--- src/sv/ctst_pkg.sv ---
package ctst_pkg;

    localparam int OFFSET_WIDTH    = 32;
    localparam int POS_WIDTH       = 16;
    localparam int KIND_WIDTH      = 5;
    localparam int CH_WIDTH        = 8;
    localparam int IN_TDATA_WIDTH  = ((CH_WIDTH + 7) / 8) * 8;
    localparam int OUT_BITS        = OFFSET_WIDTH + 5 * POS_WIDTH;
    localparam int OUT_TDATA_WIDTH = ((OUT_BITS + 7) / 8) * 8;
    localparam int WIDE_WIDTH      = OFFSET_WIDTH + POS_WIDTH;

    typedef logic [OFFSET_WIDTH-1:0] t_ofs;
    typedef logic [POS_WIDTH-1:0]    t_pos;
    typedef logic [KIND_WIDTH-1:0]   t_kind;
    typedef logic [CH_WIDTH-1:0]     t_ch;
    typedef logic [1:0]              t_cnt;
    typedef logic [WIDE_WIDTH-1:0]   t_wide;

    localparam t_pos POS_MAX = '1;
    localparam t_pos POS_ONE = t_pos'(1);

    localparam t_kind KIND_WORD   = t_kind'(0);
    localparam t_kind KIND_INT    = t_kind'(1);
    localparam t_kind KIND_DEC    = t_kind'(2);
    localparam t_kind KIND_NL     = t_kind'(3);
    localparam t_kind KIND_LPAREN = t_kind'(4);
    localparam t_kind KIND_RPAREN = t_kind'(5);
    localparam t_kind KIND_LBRACK = t_kind'(6);
    localparam t_kind KIND_RBRACK = t_kind'(7);
    localparam t_kind KIND_DOT    = t_kind'(8);
    localparam t_kind KIND_PLUS   = t_kind'(9);
    localparam t_kind KIND_MINUS  = t_kind'(10);
    localparam t_kind KIND_SLASH  = t_kind'(11);
    localparam t_kind KIND_STAR   = t_kind'(12);
    localparam t_kind KIND_COMMA  = t_kind'(13);
    localparam t_kind KIND_BAR    = t_kind'(14);
    localparam t_kind KIND_SEMI   = t_kind'(15);
    localparam t_kind KIND_END    = t_kind'(16);
    localparam t_kind KIND_ERR    = t_kind'(17);

    localparam t_ch CH_NL     = 8'h0A;
    localparam t_ch CH_UNDER  = 8'h5F;
    localparam t_ch CH_QUEST  = 8'h3F;
    localparam t_ch CH_BANG   = 8'h21;
    localparam t_ch CH_TICK   = 8'h27;
    localparam t_ch CH_DOT    = 8'h2E;
    localparam t_ch CH_LPAREN = 8'h28;
    localparam t_ch CH_RPAREN = 8'h29;
    localparam t_ch CH_LBRACK = 8'h5B;
    localparam t_ch CH_RBRACK = 8'h5D;
    localparam t_ch CH_PLUS   = 8'h2B;
    localparam t_ch CH_MINUS  = 8'h2D;
    localparam t_ch CH_SLASH  = 8'h2F;
    localparam t_ch CH_STAR   = 8'h2A;
    localparam t_ch CH_COMMA  = 8'h2C;
    localparam t_ch CH_BAR    = 8'h7C;
    localparam t_ch CH_SEMI   = 8'h3B;
    localparam t_ch CH_SPACE  = 8'h20;
    localparam t_ch CH_TAB    = 8'h09;
    localparam t_ch CH_CR     = 8'h0D;

    typedef enum logic [4:0] {
        MODE_BASE = 5'b00001,
        MODE_WORD = 5'b00010,
        MODE_INT  = 5'b00100,
        MODE_DEC  = 5'b01000,
        MODE_ERR  = 5'b10000
    } t_mode;

    typedef struct packed {
        t_kind kind;
        t_ofs  ofs;
        t_pos  len;
        t_pos  start_line;
        t_pos  start_col;
        t_pos  end_line;
        t_pos  end_col;
        logic  last;
    } t_token;

    function automatic t_pos sat_inc(input t_pos v);
        return (v == POS_MAX) ? POS_MAX : v + POS_ONE;
    endfunction

    function automatic t_pos len_sat(input t_ofs diff);
        t_wide wide;
        wide = t_wide'(diff);
        return (wide > t_wide'(POS_MAX)) ? POS_MAX : t_pos'(wide);
    endfunction

    function automatic logic is_alpha(input t_ch c);
        return c inside {[8'h61:8'h7A], [8'h41:8'h5A]};
    endfunction

    function automatic logic is_digit(input t_ch c);
        return c inside {[8'h30:8'h39]};
    endfunction

    function automatic logic is_blank(input t_ch c);
        return c inside {CH_SPACE, [CH_TAB:CH_CR]};
    endfunction

    function automatic t_kind sym_kind(input t_ch c);
        t_kind k;
        case (c)
            CH_LPAREN: k = KIND_LPAREN;
            CH_RPAREN: k = KIND_RPAREN;
            CH_LBRACK: k = KIND_LBRACK;
            CH_RBRACK: k = KIND_RBRACK;
            CH_DOT:    k = KIND_DOT;
            CH_PLUS:   k = KIND_PLUS;
            CH_MINUS:  k = KIND_MINUS;
            CH_SLASH:  k = KIND_SLASH;
            CH_STAR:   k = KIND_STAR;
            CH_COMMA:  k = KIND_COMMA;
            CH_BAR:    k = KIND_BAR;
            CH_SEMI:   k = KIND_SEMI;
            default:   k = KIND_ERR;
        endcase
        return k;
    endfunction

endpackage

--- src/sv/ctst_lexer.sv ---
module ctst_lexer (
    input  logic             i_clk,
    input  logic             i_rst_n,
    input  logic             i_valid,
    input  ctst_pkg::t_ch    i_ch,
    input  logic             i_eod,
    input  ctst_pkg::t_cnt   i_free,
    output logic             o_fire,
    output ctst_pkg::t_cnt   o_cnt,
    output ctst_pkg::t_token o_tok0,
    output ctst_pkg::t_token o_tok1
);
    import ctst_pkg::*;

    t_mode r_mode, n_mode;
    t_ofs  r_tok_ofs, n_tok_ofs;
    t_ofs  r_next_ofs, n_next_ofs;
    t_pos  r_tok_line, n_tok_line;
    t_pos  r_tok_col, n_tok_col;
    t_pos  r_line, n_line;
    t_pos  r_col, n_col;

    t_token flush_tok;
    t_token tok_b;
    logic   pending;
    logic   has_a;
    logic   has_b;
    logic   adv;
    logic   cont;
    t_kind  sk;

    always_comb begin
        n_mode     = r_mode;
        n_tok_ofs  = r_tok_ofs;
        n_next_ofs = r_next_ofs;
        n_tok_line = r_tok_line;
        n_tok_col  = r_tok_col;
        n_line     = r_line;
        n_col      = r_col;

        pending = (r_mode == MODE_WORD) || (r_mode == MODE_INT) || (r_mode == MODE_DEC);
        flush_tok.kind       = (r_mode == MODE_WORD) ? KIND_WORD :
                               (r_mode == MODE_INT)  ? KIND_INT  : KIND_DEC;
        flush_tok.ofs        = r_tok_ofs;
        flush_tok.len        = len_sat(r_next_ofs - r_tok_ofs);
        flush_tok.start_line = r_tok_line;
        flush_tok.start_col  = r_tok_col;
        flush_tok.end_line   = r_line;
        flush_tok.end_col    = r_col;
        flush_tok.last       = 1'b0;

        sk = sym_kind(i_ch);
        tok_b.kind       = sk;
        tok_b.ofs        = r_next_ofs;
        tok_b.len        = POS_ONE;
        tok_b.start_line = r_line;
        tok_b.start_col  = r_col;
        tok_b.end_line   = r_line;
        tok_b.end_col    = sat_inc(r_col);
        tok_b.last       = 1'b1;

        has_a = 1'b0;
        has_b = 1'b0;
        adv   = 1'b0;
        cont  = 1'b0;

        if (i_eod) begin
            has_a          = pending;
            has_b          = 1'b1;
            tok_b.kind     = KIND_END;
            tok_b.len      = '0;
            tok_b.end_col  = r_col;
            n_mode         = MODE_BASE;
            n_tok_ofs      = '0;
            n_next_ofs     = '0;
            n_tok_line     = POS_ONE;
            n_tok_col      = POS_ONE;
            n_line         = POS_ONE;
            n_col          = POS_ONE;
        end else if (r_mode != MODE_ERR) begin
            if (r_mode == MODE_WORD) begin
                cont = is_alpha(i_ch) || is_digit(i_ch) || (i_ch == CH_UNDER) ||
                       (i_ch == CH_QUEST) || (i_ch == CH_BANG);
            end else if ((r_mode == MODE_INT) || (r_mode == MODE_DEC)) begin
                cont = is_alpha(i_ch) || is_digit(i_ch) || (i_ch == CH_TICK) ||
                       ((i_ch == CH_DOT) && (r_mode == MODE_INT));
            end
            adv = 1'b1;
            if (cont) begin
                if ((i_ch == CH_DOT) && (r_mode == MODE_INT)) begin
                    n_mode = MODE_DEC;
                end
            end else begin
                has_a  = pending;
                n_mode = MODE_BASE;
                if (is_alpha(i_ch) || is_digit(i_ch)) begin
                    n_mode     = is_alpha(i_ch) ? MODE_WORD : MODE_INT;
                    n_tok_ofs  = r_next_ofs;
                    n_tok_line = r_line;
                    n_tok_col  = r_col;
                end else if (i_ch == CH_NL) begin
                    has_b          = 1'b1;
                    tok_b.kind     = KIND_NL;
                    tok_b.end_line = sat_inc(r_line);
                    tok_b.end_col  = POS_ONE;
                end else if (!is_blank(i_ch)) begin
                    has_b = 1'b1;
                    if (sk == KIND_ERR) begin
                        n_mode = MODE_ERR;
                    end
                end
            end
        end

        if (adv) begin
            n_next_ofs = r_next_ofs + t_ofs'(1);
            if (i_ch == CH_NL) begin
                n_line = sat_inc(r_line);
                n_col  = POS_ONE;
            end else begin
                n_col = sat_inc(r_col);
            end
        end
    end

    assign o_cnt  = t_cnt'(has_a) + t_cnt'(has_b);
    assign o_fire = i_valid && (o_cnt <= i_free);

    always_comb begin
        o_tok0      = has_a ? flush_tok : tok_b;
        o_tok0.last = (o_cnt == t_cnt'(1));
        o_tok1      = tok_b;
    end

    always_ff @(posedge i_clk) begin
        if (!i_rst_n) begin
            r_mode     <= MODE_BASE;
            r_tok_ofs  <= '0;
            r_next_ofs <= '0;
            r_tok_line <= POS_ONE;
            r_tok_col  <= POS_ONE;
            r_line     <= POS_ONE;
            r_col      <= POS_ONE;
        end else if (o_fire) begin
            r_mode     <= n_mode;
            r_tok_ofs  <= n_tok_ofs;
            r_next_ofs <= n_next_ofs;
            r_tok_line <= n_tok_line;
            r_tok_col  <= n_tok_col;
            r_line     <= n_line;
            r_col      <= n_col;
        end
    end

endmodule

--- src/sv/ctst_outq.sv ---
module ctst_outq (
    input  logic             i_clk,
    input  logic             i_rst_n,
    input  ctst_pkg::t_cnt   i_push_cnt,
    input  ctst_pkg::t_token i_tok0,
    input  ctst_pkg::t_token i_tok1,
    output ctst_pkg::t_cnt   o_free,
    output logic             o_valid,
    input  logic             i_ready,
    output ctst_pkg::t_token o_head
);
    import ctst_pkg::*;

    t_cnt   r_cnt, n_cnt;
    t_token r_q [2];
    t_token n_q [2];
    logic   pop;
    t_cnt   keep;

    assign o_valid = (r_cnt != '0);
    assign o_head  = r_q[0];
    assign pop     = o_valid && i_ready;
    assign keep    = r_cnt - t_cnt'(pop);
    assign o_free  = t_cnt'(2) - keep;
    assign n_cnt   = keep + i_push_cnt;

    always_comb begin
        n_q[0] = pop ? r_q[1] : r_q[0];
        n_q[1] = r_q[1];
        if (i_push_cnt != '0) begin
            n_q[keep[0]] = i_tok0;
        end
        if (i_push_cnt == t_cnt'(2)) begin
            n_q[1] = i_tok1;
        end
    end

    always_ff @(posedge i_clk) begin
        if (!i_rst_n) begin
            r_cnt <= '0;
        end else begin
            r_cnt <= n_cnt;
        end
    end

    always_ff @(posedge i_clk) begin
        r_q[0] <= n_q[0];
        r_q[1] <= n_q[1];
    end

endmodule

--- src/sv/character_stream_tokenizer.sv ---
// Byte-stream tokenizer.
// Slave side: one document byte per word in s_axis_tdata; s_axis_tlast marks
// the end of the document (the byte is then ignored).
// Master side: one token per word; m_axis_tuser carries the token kind,
// m_axis_tlast marks the final token caused by one input word.
// Each accepted byte lands in an input register; once the output queue has
// room, the lexer classifies it against the current mode and writes zero,
// one or two tokens into a two-entry output queue, whose head is presented
// on the master side. The end marker flushes the pending token and adds an
// end token.
// Throughput is one byte per cycle while tokens are taken. A byte that ends a
// pending word or number and is itself a token yields two tokens, and the
// single output port drains them one at a time, so the slave side may pause.
// When the receiver stalls, the queue fills and s_axis_tready drops; nothing
// is lost. Reset empties the queue and input register and restarts position
// at offset 0, line 1, column 1.
module character_stream_tokenizer (
    input  logic                                   i_clk,
    input  logic                                   i_rst_n,
    input  logic                                   s_axis_tvalid,
    output logic                                   s_axis_tready,
    input  logic [ctst_pkg::IN_TDATA_WIDTH-1:0]    s_axis_tdata,  // ch
    input  logic                                   s_axis_tlast,  // end_of_doc
    output logic                                   m_axis_tvalid,
    input  logic                                   m_axis_tready,
    // start_offset, text_length, start_line, start_col, end_line, end_col
    output logic [ctst_pkg::OUT_TDATA_WIDTH-1:0]   m_axis_tdata,
    output logic [ctst_pkg::KIND_WIDTH-1:0]        m_axis_tuser,  // token_kind
    output logic                                   m_axis_tlast   // last_of_run
);
    import ctst_pkg::*;

    logic   r_in_valid;
    t_ch    r_ch;
    logic   r_eod;
    logic   fire;
    t_cnt   res_cnt;
    t_cnt   q_free;
    t_token tok0;
    t_token tok1;
    t_token head;
    logic   s_accept;

    assign s_axis_tready = !r_in_valid || fire;
    assign s_accept      = s_axis_tvalid && s_axis_tready;

    always_ff @(posedge i_clk) begin
        if (!i_rst_n) begin
            r_in_valid <= 1'b0;
        end else if (s_accept) begin
            r_in_valid <= 1'b1;
        end else if (fire) begin
            r_in_valid <= 1'b0;
        end
    end

    always_ff @(posedge i_clk) begin
        if (s_accept) begin
            r_ch  <= s_axis_tdata[CH_WIDTH-1:0];
            r_eod <= s_axis_tlast;
        end
    end

    ctst_lexer u_lexer (
        .i_clk   (i_clk),
        .i_rst_n (i_rst_n),
        .i_valid (r_in_valid),
        .i_ch    (r_ch),
        .i_eod   (r_eod),
        .i_free  (q_free),
        .o_fire  (fire),
        .o_cnt   (res_cnt),
        .o_tok0  (tok0),
        .o_tok1  (tok1)
    );

    ctst_outq u_outq (
        .i_clk      (i_clk),
        .i_rst_n    (i_rst_n),
        .i_push_cnt (fire ? res_cnt : t_cnt'(0)),
        .i_tok0     (tok0),
        .i_tok1     (tok1),
        .o_free     (q_free),
        .o_valid    (m_axis_tvalid),
        .i_ready    (m_axis_tready),
        .o_head     (head)
    );

    assign m_axis_tdata = OUT_TDATA_WIDTH'({head.end_col, head.end_line, head.start_col,
                                            head.start_line, head.len, head.ofs});
    assign m_axis_tuser = head.kind;
    assign m_axis_tlast = head.last;

    a_end_closes_run: assert property (@(posedge i_clk) disable iff (!i_rst_n)
        (m_axis_tvalid && (m_axis_tuser == KIND_END)) |-> (m_axis_tlast && (head.len == '0)))
        else $error("end token not last of run or nonzero length");

    a_nl_shape: assert property (@(posedge i_clk) disable iff (!i_rst_n)
        (m_axis_tvalid && (m_axis_tuser == KIND_NL)) |->
        ((head.len == POS_ONE) && (head.end_col == POS_ONE)))
        else $error("newline token malformed");

    a_eod_yields: assert property (@(posedge i_clk) disable iff (!i_rst_n)
        (fire && r_eod) |-> ((res_cnt != '0) && tok1.last))
        else $error("end marker produced no end token");

    a_reset_empty: assert property (@(posedge i_clk)
        !i_rst_n |=> !m_axis_tvalid)
        else $error("output valid after reset");

endmodule
--- config.mk ---
export PLATFORM = sky130hd
export DESIGN_NAME = character_stream_tokenizer
export DESIGN_NICKNAME = d
export VERILOG_FILES = /design/src/sv/ctst_pkg.sv /design/src/sv/ctst_lexer.sv /design/src/sv/ctst_outq.sv /design/src/sv/character_stream_tokenizer.sv
export SDC_FILE = /design/constraint.sdc
export NUM_CORES = 1
export LEC_CHECK = 0
export BUFFER_PORTS_ARGS = -buffer_cell sky130_fd_sc_hd__buf_4
export CAP_MARGIN = 25
export CORE_MARGIN = 10
export CORE_UTILIZATION = 65
export DETAILED_ROUTE_END_ITERATION = 8
export HOLD_SLACK_MARGIN = 0.1
export PLACE_DENSITY = 0.92
export SETUP_SLACK_MARGIN = 0.5
export SLEW_MARGIN = 40
export SYNTH_ARGS = -nofsm -noshare
export SYNTH_HDL_FRONTEND = slang
export SYNTH_SLANG_ARGS = --single-unit
--- constraint.sdc ---
create_clock -name i_clk -period 20.3 [get_ports i_clk]
set_clock_uncertainty 0.05 [all_clocks]
set_input_delay 0 -clock i_clk [delete_from_list [all_inputs] [get_ports i_clk]]
set_output_delay 0 -clock i_clk [all_outputs]
set_load 0.02 [all_outputs]
==> flow_metrics.py <==
metrics = {
    "outcome": {
        "outcome": "completed",
    },
    "routing": {
        "drt_wl_total_um": 58000,
        "first_pass_iters": 8,
        "num_vias": 18600,
        "drtIter0Drc": 2229,
        "post-route-drc-count": 0,
        "vias_per_cell": 6.59,
        "wire_per_inst_um": 20.5,
        "final_antenna_net_count": 0,
    },
    "power": {
        "powerDensity_nw_per_um2": 128,
        "finalPower_w": 0.00285,
        "leakage_nw": 8.55,
        "vdd_drop_max_mv": 0.0671,
    },
    "logic_synthesis": {
        "syn_area_um2": 20600,
        "syn_avg_cell_area_um2": 8.25,
        "ys.flop_type": "dfxtp_1",
        "synth_edf_count": 111,
        "synthTopCellsByArea": "dfxtp_1 26%, edfxtp_1 16%, nand2_1 8.8%",
        "synth_top_area_share_pct": 26.3,
        "async_reset_ff_share_pct": 0,
        "synth_warnings": 0,
        "syn_nets": 2544,
        "ys_seq_area_share_pct": 42.5,
        "synth-seq-cells": 381,
        "ys_types": 80,
        "yosysTopAreaCell": "dfxtp_1",
        "syn_inst": 2491,
    },
    "global_routing": {
        "grt_usage_pct": 28.6,
        "antenna_found_initial": 1,
        "grt_overflow": 0,
        "grt_pass1_wl_um": 92100,
        "grt_max_degree": 85,
        "grt_pass1_vias": 17800,
    },
    "worst_setup_path": {
        "crit_path_max_fanout": 38,
        "r2r-start": "r_ch[6]",
        "r2r_cells": 18,
        "crit_type": "flip-flop to flip-flop",
        "crit_path_start_kind": "flip-flop",
        "crit_end": "u_outq.r_q[0][126]",
        "critical_path.endpoint_type": "flip-flop",
        "cp.required_ps": 20670,
        "rr_endpoint": "u_outq.r_q[0][126]",
        "r2r_slack_ps": 13490,
        "crit_start": "r_ch[6]",
        "cp.arrival_ps": 7180,
    },
    "cells_and_area": {
        "layout_common_cells": "482 x nand2_1, 270 x dfxtp_1, 151 x nor2_1",
        "final_nets": 2441,
        "drive_gt1_share_pct": 11.2,
        "n_fill_cell": 2270,
        "syn2layout_area_growth_pct": 8.12,
        "layout_commonest_cell": "nand2_1",
    },
    "floorplanning": {
        "core-area_um2": 31400,
        "die_h_um": 198,
        "io_pins": 133,
        "die-area_um2": 39100,
        "start_util_pct": 65.5,
        "die_x_um": 198,
        "core.rowCount": 65,
    },
    "cts": {
        "cts-root-buf": "clkbuf_16",
        "cts_tree": "built",
        "cts.clk_slew.worst_paths_ps": 60,
        "cts_buffer_depth": 3,
        "clkLatencyLatePin_ps": 550,
        "cts_buffers": 41,
        "h-tree-depth": 2,
        "cts_resized": 0,
        "cts_sinks": 381,
    },
    "placed_design": {
        "hpwl_um": 36500,
        "place_congestion": 0.961,
        "port_buffers": 132,
    },
    "sta": {
        "min_period_ps": 6810,
        "finalHoldViolations": 0,
        "drv_slew": 0,
        "max_slew_margin_pct": 39.8,
        "worst_pin_slew_ps": 903,
        "finalCritPeriodShare_pct": 33.5,
        "fmax_mhz": 147,
        "setup_viol": 0,
        "rsz0062_at_grt": "no",
        "setup-tns-final_ps": 0,
    },
    "min_path": {
        "hp-class": "primary input to flip-flop",
    },
    "run": {
        "drv_cap": 0,
    },
}
## final cells by class
cell class	instances	area (µm²)	share of cell area [%]
timing repair buffer	166	1310	5.90
multi-input combinational	1743	10100	45.3
antenna	1	2.50	0.0113
clock inverter	19	249	1.12
sequential	381	8740	39.3
tap	402	503	2.26
clock buffer	56	1140	5.15
inverter	55	210	0.946
## cell usage after synthesis, types with 7 or more instances
master	count
nand2_1	483
dfxtp_1	270
clkbuf_1	170
nor2_1	158
o21ai_0	152
a21oi_1	118
and3_1	117
buf_4	117
edfxtp_1	111
a31oi_1	96
a22o_1	75
inv_1	55
nand3_1	50
o22ai_1	43
ha_1	39
nor3_1	36
xor2_1	28
mux2i_1	26
a21boi_0	23
xnor2_1	22
nand2b_1	20
nand4_1	18
nor2b_1	18
nand3b_1	16
and2_1	15
a211oi_1	12
a22oi_1	12
buf_2	12
or3_1	11
o21a_1	10
o21ai_1	10
o31ai_1	10
o32ai_1	10
a21o_1	9
buf_1	9
and3b_1	8
nor3_2	8
or2_2	8
o211ai_1	7
## registers in the layout, indices dropped and copies added, names as in the netlist, 8 cells and up
name                cells
r_ch                    8
u_lexer.r_col          16
u_lexer.r_line         16
u_lexer.r_next_ofs     32
u_lexer.r_tok_col      16
u_lexer.r_tok_line     16
u_lexer.r_tok_ofs      32
u_outq.r_q            236
## layer usage
metal | wire [µm] | global-route usage [%] | up-vias
met5 | 0 | 0 | -
met4 | 2180 | 13.8 | 0
met3 | 6250 | 4.85 | 186
met2 | 27900 | 48.4 | 1183
met1 | 21700 | 34.7 | 8750
li1 | - | - | 8492
## timing repair
action	4_1_cts	5_1_grt
hold endpoints to repair	79	0
setup buffers	0	0
hold buffers	12	0
## through the flow
stage	worst slack [ps]	utilization, %	hold WS (ps)	instances	cell area, µm²
after floorplan	13820	-	48.9	2491	20600
final	13490	70.8	132	2823	22200
after global placement	13220	65.7	130	2733	20600
after CTS	13380	70.6	114	2820	22200
after global routing	13090	70.8	134	2823	22200
after detailed placement	13400	65.8	130	2733	20600
## cells by family after synthesis
logic type / after synthesis / share of synthesized area, %
flops: 381 / 42.5
simple gates: 993 / 22.6
fa+ha+maj: 41 / 2.52
xor+xnor: 50 / 2.13
compound gates: 631 / 19.8
mux: 28 / 1.38
buf+inv: 367 / 9.03
## power by group
group	switching [W]	total [W]	internal, W
clock network	0.000310	0.000771	0.000461
registers	0.000108	0.00106	0.000949
logic	0.000634	0.00102	0.000384
## critical path: stages, from the launching register on
cell and delay [ps]:
edfxtp_1 520, or2_2 380, nor4_1 390, nand3_1 250
nor2_2 630, nor2_1 380, o21ai_0 190, ha_1 230
ha_1 250, nor2b_1 130, o21ai_0 260, nand2_1 450
nor2_1 340, nand2_1 460, o21ai_4 620, buf_4 530
nand2_1 210, o21ai_0 240, a22o_1 160
## worst min-delay path by stage
stage,startpoint,end,slack (ps),depth (start not counted)
floorplan,s_axis_tdata[0],r_ch[0],50,0
global placement,s_axis_tdata[5],r_ch[5],130,1
detailed placement,s_axis_tlast,r_eod,130,1
CTS,s_axis_tlast,r_eod,110,2
global route,s_axis_tdata[6],r_ch[6],130,2
finish,s_axis_tdata[2],r_ch[2],130,2
Power figures use the tool's default switching activity.
